--- src/sv/csvfs_pkg.sv ---
package csvfs_pkg;

   // Characters with a meaning of their own in a line.
   localparam logic [7:0] QUOTE_CHAR = 8'h22;
   localparam logic [7:0] COMMA_CHAR = 8'h2c;

   // Number of entries in the queue between the parser and the output stage.
   localparam int QUEUE_DEPTH = 4;

   typedef enum logic [1:0] {
      KIND_BYTE       = 2'd0,
      KIND_FIELD_END  = 2'd1,
      KIND_LINE_END   = 2'd2
   } kind_type;

   // One result item. The data fields are listed from the highest bit down,
   // so out_byte lands in the lowest bits of the packed value.
   typedef struct packed {
      kind_type    kind;
      logic [4:0]  field_count;
      logic        truncated;
      logic [8:0]  drop_count;
      logic [3:0]  field_index;
      logic [7:0]  out_byte;
   } rsp_type;

   // Everything one input item causes: one result, or two when two is set.
   typedef struct packed {
      logic     two;
      rsp_type  second;
      rsp_type  first;
   } entry_type;

endpackage

--- src/sv/csv_field_splitter_top.sv ---
// Channel  | Direction | Signals                          | Items
// ---------+-----------+----------------------------------+--------------------------------
// req      | in        | req_tvalid/tready/tdata/tlast    | one line character, or line end
// rsp      | out       | rsp_tvalid/tready/tdata/tuser    | field byte, field end, line end
//
// Cycles: an input item is taken every cycle while the queue has room; each item causes
// zero, one or two result items, and results leave one per cycle while rsp_tready is high,
// so a stream of items that each cause two results fills the queue and holds back the input.
// Reset: synchronous; afterward the parser waits at the start of a field.
// Stalls: with rsp_tready low the four-entry queue and the output register absorb
// results; req_tready falls only when the queue is full.
module csv_field_splitter_top
   import csvfs_pkg::*;
#(
   parameter int MAX_FIELDS      = 16,
   parameter int MAX_FIELD_BYTES = 511
) (
   input  logic         clock,
   input  logic         reset,
   input  logic         req_tvalid,
   output logic         req_tready,
   input  logic [7:0]   req_tdata,   // [7:0] in_byte
   input  logic         req_tlast,   // end_line: the item closes the line
   output logic         rsp_tvalid,
   input  logic         rsp_tready,
   output logic [31:0]  rsp_tdata,   // [7:0] out_byte, [11:8] field_index,
                                     // [20:12] drop_count, [21] truncated,
                                     // [26:22] field_count, [31:27] zero
   output logic [1:0]   rsp_tuser    // [1:0] kind: byte, field end or line end
);

   logic       queue_full;
   logic       queue_empty;
   logic       push;
   logic       pop;
   entry_type  push_entry;
   entry_type  head;
   rsp_type    rsp_item;

   // The parser classifies each character and updates the field state in the
   // cycle it is accepted; its results go into the queue as one entry.
   csvfs_front #(
      .MAX_FIELDS      (MAX_FIELDS),
      .MAX_FIELD_BYTES (MAX_FIELD_BYTES)
   ) u_front (
      .clock        (clock),
      .reset        (reset),
      .req_tvalid   (req_tvalid),
      .req_tready   (req_tready),
      .req_byte     (req_tdata),
      .req_end_line (req_tlast),
      .queue_full   (queue_full),
      .push         (push),
      .push_entry   (push_entry)
   );

   csvfs_queue u_queue (
      .clock      (clock),
      .reset      (reset),
      .push       (push),
      .push_entry (push_entry),
      .pop        (pop),
      .head       (head),
      .empty      (queue_empty),
      .full       (queue_full)
   );

   // The output stage splits an entry into its one or two result items.
   csvfs_back u_back (
      .clock      (clock),
      .reset      (reset),
      .head       (head),
      .empty      (queue_empty),
      .pop        (pop),
      .rsp_tvalid (rsp_tvalid),
      .rsp_tready (rsp_tready),
      .rsp_item   (rsp_item)
   );

   assign rsp_tdata = {5'b0, rsp_item.field_count, rsp_item.truncated,
                       rsp_item.drop_count, rsp_item.field_index, rsp_item.out_byte};
   assign rsp_tuser = rsp_item.kind;

endmodule

--- src/sv/csvfs_front.sv ---
module csvfs_front
   import csvfs_pkg::*;
#(
   parameter int MAX_FIELDS      = 16,
   parameter int MAX_FIELD_BYTES = 511
) (
   input  logic        clock,
   input  logic        reset,
   input  logic        req_tvalid,
   output logic        req_tready,
   input  logic [7:0]  req_byte,
   input  logic        req_end_line,
   input  logic        queue_full,
   output logic        push,
   output entry_type   push_entry
);

   localparam int FNW = $clog2(MAX_FIELDS + 1);
   localparam int LW  = $clog2(MAX_FIELD_BYTES + 1);

   typedef enum logic [4:0] {
      MODE_START      = 5'b00001,
      MODE_PLAIN      = 5'b00010,
      MODE_QUOTED     = 5'b00100,
      MODE_QUOTE_SEEN = 5'b01000,
      MODE_DONE       = 5'b10000
   } mode_type;

   // Per-field bookkeeping.
   typedef struct packed {
      logic           lead;
      logic [LW-1:0]  len;
      logic [LW-1:0]  trail;
      logic           ovf;
   } fld_type;

   localparam fld_type FLD_CLEAR = '{lead: 1'b1, len: '0, trail: '0, ovf: 1'b0};

   mode_type        mode_ff, mode_in;
   logic [FNW-1:0]  fn_ff, fn_in;
   fld_type         fld_ff, fld_in;
   rsp_type         res [2];
   logic [1:0]      n_res;
   logic            accept;

   function automatic logic is_ws(input logic [7:0] b);
      return (b == 8'd32) || ((b >= 8'd9) && (b <= 8'd13));
   endfunction

   // True when a content byte is passed on as a field byte.
   function automatic logic emits(input fld_type f, input logic [7:0] b);
      return !(f.lead && is_ws(b)) && (f.len < LW'(MAX_FIELD_BYTES));
   endfunction

   function automatic fld_type after_content(input fld_type f, input logic [7:0] b);
      fld_type r;
      logic    ws;
      r  = f;
      ws = is_ws(b);
      if (!(f.lead && ws)) begin
         r.lead = 1'b0;
         if (f.len < LW'(MAX_FIELD_BYTES)) begin
            r.len   = LW'(f.len + 1'b1);
            r.trail = ws ? LW'(f.trail + 1'b1) : '0;
         end else if (!ws) begin
            r.ovf   = 1'b1;
            r.trail = '0;
         end
      end
      return r;
   endfunction

   function automatic rsp_type byte_rsp(input logic [FNW-1:0] fn, input logic [7:0] b);
      rsp_type r;
      r             = '0;
      r.kind        = KIND_BYTE;
      r.out_byte    = b;
      r.field_index = 4'(fn);
      return r;
   endfunction

   function automatic rsp_type end_rsp(input logic [FNW-1:0] fn, input fld_type f);
      rsp_type r;
      r             = '0;
      r.kind        = KIND_FIELD_END;
      r.field_index = 4'(fn);
      r.drop_count  = 9'(f.trail);
      r.truncated   = f.ovf;
      return r;
   endfunction

   assign req_tready = !queue_full;
   assign accept     = req_tvalid && req_tready;

   always_comb begin
      mode_in = mode_ff;
      fn_in   = fn_ff;
      fld_in  = fld_ff;
      res[0]  = '0;
      res[1]  = '0;
      n_res   = 2'd0;
      if (req_end_line) begin
         if (mode_ff == MODE_PLAIN || mode_ff == MODE_QUOTED ||
             mode_ff == MODE_QUOTE_SEEN) begin
            res[0] = end_rsp(fn_ff, fld_ff);
            n_res  = 2'd1;
            fn_in  = FNW'(fn_ff + 1'b1);
         end
         res[n_res[0]]             = '0;
         res[n_res[0]].kind        = KIND_LINE_END;
         res[n_res[0]].field_count = 5'(fn_in);
         n_res   = 2'(n_res + 1'b1);
         mode_in = MODE_START;
         fn_in   = '0;
         fld_in  = FLD_CLEAR;
      end else begin
         unique case (mode_ff)
            MODE_START: begin
               fld_in = FLD_CLEAR;
               if (req_byte == QUOTE_CHAR) begin
                  mode_in = MODE_QUOTED;
               end else if (req_byte == COMMA_CHAR) begin
                  // Empty field.
                  res[0]  = end_rsp(fn_ff, FLD_CLEAR);
                  n_res   = 2'd1;
                  fn_in   = FNW'(fn_ff + 1'b1);
                  mode_in = (fn_in >= FNW'(MAX_FIELDS)) ? MODE_DONE : MODE_START;
               end else begin
                  mode_in = MODE_PLAIN;
                  if (emits(FLD_CLEAR, req_byte)) begin
                     res[0] = byte_rsp(fn_ff, req_byte);
                     n_res  = 2'd1;
                  end
                  fld_in = after_content(FLD_CLEAR, req_byte);
               end
            end
            MODE_PLAIN: begin
               if (req_byte == COMMA_CHAR) begin
                  res[0]  = end_rsp(fn_ff, fld_ff);
                  n_res   = 2'd1;
                  fn_in   = FNW'(fn_ff + 1'b1);
                  fld_in  = FLD_CLEAR;
                  mode_in = (fn_in >= FNW'(MAX_FIELDS)) ? MODE_DONE : MODE_START;
               end else begin
                  if (emits(fld_ff, req_byte)) begin
                     res[0] = byte_rsp(fn_ff, req_byte);
                     n_res  = 2'd1;
                  end
                  fld_in = after_content(fld_ff, req_byte);
               end
            end
            MODE_QUOTED: begin
               if (req_byte == QUOTE_CHAR) begin
                  mode_in = MODE_QUOTE_SEEN;
               end else begin
                  if (emits(fld_ff, req_byte)) begin
                     res[0] = byte_rsp(fn_ff, req_byte);
                     n_res  = 2'd1;
                  end
                  fld_in = after_content(fld_ff, req_byte);
               end
            end
            MODE_QUOTE_SEEN: begin
               if (req_byte == QUOTE_CHAR) begin
                  // A doubled quote stands for one literal quote.
                  mode_in = MODE_QUOTED;
                  if (emits(fld_ff, req_byte)) begin
                     res[0] = byte_rsp(fn_ff, req_byte);
                     n_res  = 2'd1;
                  end
                  fld_in = after_content(fld_ff, req_byte);
               end else begin
                  res[0]  = end_rsp(fn_ff, fld_ff);
                  n_res   = 2'd1;
                  fn_in   = FNW'(fn_ff + 1'b1);
                  fld_in  = FLD_CLEAR;
                  mode_in = (fn_in >= FNW'(MAX_FIELDS)) ? MODE_DONE : MODE_START;
                  // Text after the closing quote opens the next field at once, unless the field limit is reached.
                  if (req_byte != COMMA_CHAR && mode_in == MODE_START) begin
                     mode_in = MODE_PLAIN;
                     if (emits(FLD_CLEAR, req_byte)) begin
                        res[1] = byte_rsp(fn_in, req_byte);
                        n_res  = 2'd2;
                     end
                     fld_in = after_content(FLD_CLEAR, req_byte);
                  end
               end
            end
            MODE_DONE: begin
               mode_in = MODE_DONE;
            end
            default: begin
               mode_in = MODE_START;
            end
         endcase
      end
   end

   assign push              = accept && (n_res != 2'd0);
   assign push_entry.two    = n_res[1];
   assign push_entry.first  = res[0];
   assign push_entry.second = res[1];

   always_ff @(posedge clock) begin
      if (reset) begin
         mode_ff <= MODE_START;
         fn_ff   <= '0;
         fld_ff  <= FLD_CLEAR;
      end else if (accept) begin
         mode_ff <= mode_in;
         fn_ff   <= fn_in;
         fld_ff  <= fld_in;
      end
   end

`ifndef ASSERT_OFF
   assert property (@(posedge clock) disable iff (reset)
      fn_ff <= FNW'(MAX_FIELDS))
      else $error("field number past the field limit");
   assert property (@(posedge clock) disable iff (reset)
      (fn_ff == FNW'(MAX_FIELDS)) |-> (mode_ff == MODE_DONE))
      else $error("field limit reached but parser still active");
   assert property (@(posedge clock) disable iff (reset)
      fld_ff.trail <= fld_ff.len)
      else $error("trailing run longer than emitted field");
`endif

endmodule

--- src/sv/csvfs_queue.sv ---
module csvfs_queue
   import csvfs_pkg::*;
(
   input  logic       clock,
   input  logic       reset,
   input  logic       push,
   input  entry_type  push_entry,
   input  logic       pop,
   output entry_type  head,
   output logic       empty,
   output logic       full
);

   localparam int AW = $clog2(QUEUE_DEPTH);
   localparam int CW = $clog2(QUEUE_DEPTH + 1);

   entry_type       slot_ff [QUEUE_DEPTH];
   logic [AW-1:0]   wr_ptr_ff, rd_ptr_ff;
   logic [CW-1:0]   count_ff;

   assign empty = (count_ff == '0);
   assign full  = (count_ff == CW'(QUEUE_DEPTH));
   assign head  = slot_ff[rd_ptr_ff];

   always_ff @(posedge clock) begin
      if (push) begin
         slot_ff[wr_ptr_ff] <= push_entry;
      end
   end

   always_ff @(posedge clock) begin
      if (reset) begin
         wr_ptr_ff <= '0;
         rd_ptr_ff <= '0;
         count_ff  <= '0;
      end else begin
         if (push) begin
            wr_ptr_ff <= (wr_ptr_ff == AW'(QUEUE_DEPTH - 1)) ? '0 : AW'(wr_ptr_ff + 1'b1);
         end
         if (pop) begin
            rd_ptr_ff <= (rd_ptr_ff == AW'(QUEUE_DEPTH - 1)) ? '0 : AW'(rd_ptr_ff + 1'b1);
         end
         if (push && !pop) begin
            count_ff <= CW'(count_ff + 1'b1);
         end else if (pop && !push) begin
            count_ff <= CW'(count_ff - 1'b1);
         end
      end
   end

`ifndef ASSERT_OFF
   assert property (@(posedge clock) disable iff (reset) push |-> !full)
      else $error("push into a full queue");
   assert property (@(posedge clock) disable iff (reset) pop |-> !empty)
      else $error("pop from an empty queue");
   assert property (@(posedge clock) disable iff (reset)
      (push && !pop) |=> (count_ff == CW'($past(count_ff) + 1'b1)))
      else $error("queue count lost a push");
`endif

endmodule

--- src/sv/csvfs_back.sv ---
module csvfs_back
   import csvfs_pkg::*;
(
   input  logic         clock,
   input  logic         reset,
   input  entry_type    head,
   input  logic         empty,
   output logic         pop,
   output logic         rsp_tvalid,
   input  logic         rsp_tready,
   output rsp_type      rsp_item
);

   logic     out_valid_ff;
   rsp_type  out_ff;
   logic     hold_valid_ff;
   rsp_type  hold_ff;
   logic     load;

   // The output register takes a new result whenever it is empty or being taken.
   assign load = !out_valid_ff || rsp_tready;
   assign pop  = load && !hold_valid_ff && !empty;

   always_ff @(posedge clock) begin
      if (reset) begin
         out_valid_ff  <= 1'b0;
         hold_valid_ff <= 1'b0;
      end else if (load) begin
         if (hold_valid_ff) begin
            out_valid_ff  <= 1'b1;
            hold_valid_ff <= 1'b0;
         end else if (!empty) begin
            out_valid_ff  <= 1'b1;
            hold_valid_ff <= head.two;
         end else begin
            out_valid_ff  <= 1'b0;
         end
      end
   end

   always_ff @(posedge clock) begin
      if (load) begin
         if (hold_valid_ff) begin
            out_ff <= hold_ff;
         end else if (!empty) begin
            out_ff  <= head.first;
            hold_ff <= head.second;
         end
      end
   end

   assign rsp_tvalid = out_valid_ff;
   assign rsp_item   = out_ff;

`ifndef ASSERT_OFF
   assert property (@(posedge clock) disable iff (reset) hold_valid_ff |-> out_valid_ff)
      else $error("second result held without a first one shown");
   assert property (@(posedge clock) disable iff (reset)
      (hold_valid_ff && !rsp_tready) |=> hold_valid_ff)
      else $error("held second result lost during a stall");
`endif

endmodule
--- config.mk ---
export PLATFORM = sky130hd
export DESIGN_NAME = csv_field_splitter_top
export DESIGN_NICKNAME = d
export VERILOG_FILES = /design/src/sv/csvfs_pkg.sv /design/src/sv/csv_field_splitter_top.sv /design/src/sv/csvfs_front.sv /design/src/sv/csvfs_queue.sv /design/src/sv/csvfs_back.sv
export SDC_FILE = /design/constraint.sdc
export NUM_CORES = 1
export LEC_CHECK = 0
export BUFFER_PORTS_ARGS = -buffer_cell sky130_fd_sc_hd__buf_2
export CAP_MARGIN = 20
export CORE_MARGIN = 4
export CORE_UTILIZATION = 61
export CTS_CLUSTER_SIZE = 30
export DETAILED_ROUTE_END_ITERATION = 6
export PLACE_DENSITY = 0.86
export SYNTH_ARGS = -nofsm -noshare
export SYNTH_HDL_FRONTEND = slang
export SYNTH_SLANG_ARGS = --single-unit
--- constraint.sdc ---
create_clock -name clock -period 4.1 [get_ports clock]
set_input_delay 0.615 -clock clock [delete_from_list [all_inputs] [get_ports clock]]
set_output_delay 0.615 -clock clock [all_outputs]
set_load 0.02 [all_outputs]
==> reports/results.ini, run 1 <==
[drt]
routed_via_density=6.320
drtIter0Drc=530
wl_per_cell_um=23.02
drc=0
vias=6548
dr.pass1.iters=7
ant_nets=0
totalWireLength_um=23850

[place]
post-place-ws_ns=0.5242
dp_hpwl_um=14220
gp_congestion=0.8919
port_buffers=43
place_inst=986

[min_path]
worstHoldPathCells=2
hp-class=flop to flop
hp-start=u_front.fld_ff[0]
holdPathEnd=u_front.fld_ff[0]

[worst_setup_path]
crit_fanout=8
critical_path_class=flop to flop
end_kind=flop
cp_data_arrival_time_ns=3.94
worstPathRequired_ns=4.54
ff2ff_setup_slack_ns=0.60
worstRegToRegCells=13
r2r-start=u_front.fn_ff[0]
timing.rr.end=u_queue.count_ff[2]
startpoint_type=flop

[timing]
grt_setup_unrepaired=no
setup_tns_ns=0
final.setup_skew_ns=0.02513
setup_slack_ns=0.6019
finalCriticalPeriod_ns=3.498
fmax_ghz=0.2859
maxSlewHeadroom_pct=26.89
setup_violations=0
drv_slew=0
tightest_slew_ns=1.097
hold_viol=0
post-route-period-util_pct=85.32

[global_routing]
grt_pass1_wl_um=37700
grt_max_degree=49
grt-ovfl-total=0
track_usage_pct=22.45
antenna_found_initial=0
grt_pass1_vias=6738

[die]
die_h_um=146.1
start_util_pct=62.15
rows=50
die-area_sq_um=21330
core_area_sq_um=18710
die_x_um=146.1
io_pins=49

[yosys]
synthMostInstantiatedCell=edfxtp_1
synth_common_cells=edfxtp_1, nor2_1, mux4_2
yosysSeqAreaShare_pct=68.79
yosysTopAreaCellShare_pct=61.73
synth_warnings=0
synth_area_per_cell_sq_um=15.90
synth_ff_type=edfxtp_1
ys_types=65
yosysTopAreaCell=edfxtp_1
syn-cell-area_sq_um=11630
yosys-top-cells-area=edfxtp_1, mux4_2, dfxtp_1
synth_enable_flop_cells=239
asyncSetResetFlopFracSynth_pct=0
synth-seq-cells=280
synthCells=731

[final_layout]
nets=804
drive_above_1_share_pct=23.69
fin_cells=1036
antenna-diode-count=0
syn_to_final_growth_pct=11.82
fillers=1126

[power_and_ir_drop]
p_sw_share_pct=27.75
p_leak_nw=4.372
pwr-share-seq_pct=49.2
p_int_mw=5.950
net-switching-power_mw=2.285
p_comb_share_pct=20.9
power_density_nw_per_um2=633.4
vdd.ir_drop.worst_uv=489.1
power.share.clock_pct=29.9

[clock_tree]
clk_pin_slew_ns=0.07
cts_root_buf=clkbuf_16
cts_made_buffers=27
cts_resized=0
cts_buffer_depth=3
cts_sinks=280
clkLatencyLatePin_ns=0.54
cts_tree=yes
htree_levels=1
hold_buffers=0
postCtsSetupRepairBufs=0

[job]
cap_violations=0

[run_status]
status=finished, final reports clean

==> power groups by stage <==
stage               logic, mW  clock network (mW)  registers (mW)
finish                   1.72                2.46            4.05
CTS                      1.73                2.48            4.06
global route             1.84                2.63            4.11
detailed placement       1.69                   0            4.11
floorplan                1.12                   0            4.11
global placement         1.63                   0            4.08
==> registers in the layout (all words and copies together) (netlist names), named ones only <==
signal,count
u_back.rsp_tvalid,1
u_back.hold_valid_ff,1
u_front.fld_ff,20
u_back.hold_ff,18
u_back.rsp_item,29
u_queue.rd_ptr_ff,2
u_queue.slot_ff,192
u_queue.wr_ptr_ff,2
u_front.mode_ff,5
u_queue.count_ff,3
u_front.fn_ff,5
==> cells in the final DEF, fill, tap and decap left out, types with 18 or more instances in the layout <==
cell type | netlist | layout
and2_1 | 19 | 18
buf_2 | 11 | 43
clkbuf_16 | 0 | 28
dfxtp_1 | 41 | 39
edfxtp_1 | 239 | 239
mux2_2 | 18 | 18
mux4_2 | 48 | 48
nand2_1 | 25 | 25
nand3_1 | 19 | 19
nor2_1 | 58 | 57
nor2b_1 | 28 | 28
==> cell families (layout without fill, tap and decap cells) <==
family / count (synthesis) / in the layout / share of synthesized area [%]
DFF: 280 / 280 / 68.79
and+or+nand+nor: 220 / 220 / 10.12
muxes: 75 / 75 / 11.86
AOI/OAI and AO/OA: 70 / 70 / 4.359
buffers and inverters: 54 / 121 / 2.120
xor gates and xnor gates: 21 / 21 / 1.582
adders and majority gates: 10 / 10 / 1.141
other: 1 / 5 / 0.03225
==> per-layer routing <==
metal / vias up / wire length, um / track usage (%)
met5: - / 0 / 0
met4: 0 / 671 / 7.338
met3: 67 / 1498 / 3.631
met2: 305 / 12670 / 40.31
met1: 3263 / 9006 / 28.13
li1: 2913 / - / -
==> worst max-delay path by stage <==
stage | start | cells after the start | slack (ns) | endpoint
2_1_floorplan | rsp_tready | 9 | 0.60 | u_queue.count_ff[2]
3_3_place_gp | req_tdata[4] | 13 | 0.71 | u_queue.count_ff[2]
3_5_place_dp | req_tdata[2] | 12 | 0.52 | u_queue.count_ff[2]
4_1_cts | u_front.fn_ff[0] | 13 | 0.64 | u_queue.count_ff[2]
5_1_grt | u_front.fn_ff[0] | 13 | 0.45 | u_queue.count_ff[2]
6_report | u_front.fn_ff[0] | 13 | 0.60 | u_queue.count_ff[2]
==> stage by stage <==
stage / cell area, sq um / util, % / hold WS (ns) / power [mW]
floorplan: 11640 / - / 0.4290 / 5.231
global placement: 12100 / 64.68 / 0.4565 / 5.706
detailed placement: 12100 / 64.68 / 0.4522 / 5.801
CTS: 13000 / 69.50 / 0.4680 / 8.281
global route: 13000 / 69.50 / 0.4925 / 8.586
finish: 13000 / 69.50 / 0.4714 / 8.235
==> worst max-delay path, cell delays in order (launching register included) <==
cell and delay [ns]:
dfxtp_1 0.49, ha_1 0.32, nand3_1 0.13, xnor2_1 0.16, buf_4 0.18, nor2_1 0.24, and2_1 0.19, o311a_4 0.24
ha_1 0.19, inv_1 0.07, fa_1 0.43, xor2_1 0.17, or3_1 0.34, a21oi_1 0.25
==> area by class of cell <==
cell class / count / area (sq um) / area share, %
sequential: 280 / 8003 / 61.56
multi-input combinational: 401 / 3406 / 26.20
clock buffer: 37 / 784.5 / 6.035
timing repair buffer: 60 / 355.3 / 2.733
tap: 234 / 292.8 / 2.252
clock inverter: 13 / 117.6 / 0.9047
inverter: 11 / 41.29 / 0.3176
Power figures use the tool's default switching activity.
==> run 2: changes to the inputs <==
Settings changed: PLACE_DENSITY 0.86 to unset, PLACE_DENSITY_LB_ADDON set to 0.1.
==> run 2 against run 1 <==
  * Sequential share of layout area up 0.30 points
  * Non-clock buffer count unchanged
  * Sequential power about the same
  * Combinational power about the same
  * Register-to-register slack better by 0.19 ns
  * Final cell count unchanged
  * Global-route usage down 0.70 points
  * Die area unchanged
  * Setup slack better by 0.19 ns
  * Wire length down 3.8%
==> reports/results.ini, run 2 (synthesis gave the netlist of run 1 again) <==
[die]
die_h_um=146.1
core_area_sq_um=18710
rows=50
die_x_um=146.1
io_pins=49
start_util_pct=62.15
die-area_sq_um=21330

[timing]
drv_slew=0
grt_setup_unrepaired=no
tightest_slew_ns=1.008
final.setup_skew_ns=0.006876
hold_viol=0
maxSlewHeadroom_pct=32.78
setup_violations=0
setup_tns_ns=0
fmax_ghz=0.3019
finalCriticalPeriod_ns=3.312
post-route-period-util_pct=80.78

[clock_tree]
cts_buffer_depth=3
cts_root_buf=clkbuf_16
clk_pin_slew_ns=0.06
cts_tree=yes
cts_made_buffers=27
cts_resized=0
cts_sinks=280
hold_buffers=0
postCtsSetupRepairBufs=0
clkLatencyLatePin_ns=0.53
htree_levels=1

[global_routing]
grt_max_degree=49
grt_pass1_wl_um=36470
grt-ovfl-total=0
grt_pass1_vias=6620
track_usage_pct=21.75
antenna_found_initial=0

[power_and_ir_drop]
vdd.ir_drop.worst_uv=311.1
net-switching-power_mw=2.236
p_sw_share_pct=27.92
p_int_mw=5.773
pwr-share-seq_pct=50.2
total_power_mw=8.009
power.share.clock_pct=28.6
p_comb_share_pct=21.2
p_leak_nw=4.325
power_density_nw_per_um2=619.0

[drt]
top_layer=met4
met2WireLength_um=11760
dr_wl_met3_um=1292
wirelength_met1_um=9334
drtIter0Drc=496
dr.pass1.iters=5
routed_via_density=6.255
vias=6480
totalWireLength_um=22930
wl_per_cell_um=22.14
drc=0
ant_nets=0

[run_status]
status=finished, final reports clean

[worst_setup_path]
r2r-start=u_front.fn_ff[0]
cp_data_arrival_time_ns=3.49
worstRegToRegCells=9
critical_path_class=flop to flop
end_kind=flop
worstPathRequired_ns=4.28
ff2ff_setup_slack_ns=0.79
startpoint_type=flop
timing.rr.end=u_queue.slot_ff[0][4]
crit_fanout=26

[min_path]
holdPathEnd=u_front.fld_ff[0]
worstHoldPathCells=2
hp-start=u_front.fld_ff[0]
hp-class=flop to flop

[final_layout]
fillers=1243
antenna-diode-count=0
final_cell_mix=edfxtp_1, nor2_1, mux4_2
drive_above_1_share_pct=23.57
seq_area_sq_um=8003
regMostFlops=u_queue.slot_ff
nets=804
largest_reg_flops=192
multi_input_area_sq_um=3406
layout_commonest_cell=edfxtp_1
syn_to_final_growth_pct=11.28

[place]
port_buffers=43
gp_congestion=0.9205
dp_hpwl_um=14420

[job]
cap_violations=0

## run 2: cell types whose count changed in the layout (fill, tap and decap cells not counted), sizes merged
cell,before,now
bufinv,2,1
clkinv,9,12
clkinvlp,0,3
clkbuf,37,32
## run 2: routing by layer
| metal | track usage (%) | up-vias |
|---|---|---|
| met1 | 29.21 | 3260 |
| li1 | - | 2914 |
| met5 | 0 | - |
| met2 | 37.87 | 261 |
| met4 | 6.256 | 0 |
| met3 | 2.917 | 45 |
## run 2: final cells by class
type                    instances  share of cell area [%]
clock buffers                  32                   5.368
repair buffers                 60                   2.843
multi-input cells             401                   26.32
well taps                     234                   2.263
inverters                      11                  0.3191
flip-flops and latches        280                   61.86
clock inverters                18                   1.025
## run 2: stage by stage
| stage | std cells | area [sq um] | hold WS, ns | setup slack, ns | util (%) |
|---|---|---|---|---|---|
| 6_report | 1036 | 12940 | 0.4591 | 0.7879 | 69.16 |
| 2_1_floorplan | 735 | 11640 | 0.4290 | 0.6027 | - |
| 3_5_place_dp | 986 | 12110 | 0.4465 | 0.6209 | 64.74 |
| 4_1_cts | 1036 | 12940 | 0.4631 | 0.7907 | 69.16 |
| 5_1_grt | 1036 | 12940 | 0.4959 | 0.6075 | 69.16 |
| 3_3_place_gp | 986 | 12110 | 0.4450 | 0.6753 | 64.74 |
## run 2: power groups by stage
stage / Clock [mW] / Sequential (mW) / Combinational, mW
after floorplan: 0 / 4.11 / 1.12
after global placement: 0 / 4.07 / 1.67
after detailed placement: 0 / 4.09 / 1.71
after CTS: 2.35 / 4.03 / 1.73
after global routing: 2.47 / 4.08 / 1.84
final: 2.29 / 4.02 / 1.70
## run 2: worst max-delay path by stage
stage	depth (start not counted)	start	to	slack, ns
final	9	u_front.fn_ff[0]	u_queue.slot_ff[0][4]	0.79
after global routing	9	u_front.fn_ff[0]	u_queue.slot_ff[0][9]	0.61
after CTS	9	u_front.fn_ff[0]	u_queue.slot_ff[0][4]	0.79
after detailed placement	13	req_tdata[1]	u_queue.count_ff[2]	0.62
after global placement	9	req_tdata[1]	u_queue.slot_ff[0][6]	0.68
after floorplan	9	rsp_tready	u_queue.count_ff[2]	0.60
## run 2: worst max-delay path, stage by stage, from the launching register on
cell and delay, ns:
dfxtp_1 0.50, ha_1 0.33, nand3_1 0.13, xnor2_1 0.15, buf_4 0.17, nor2_1 0.21
and2_1 0.18, o311a_4 0.24, and2_2 0.56, buf_4 0.48
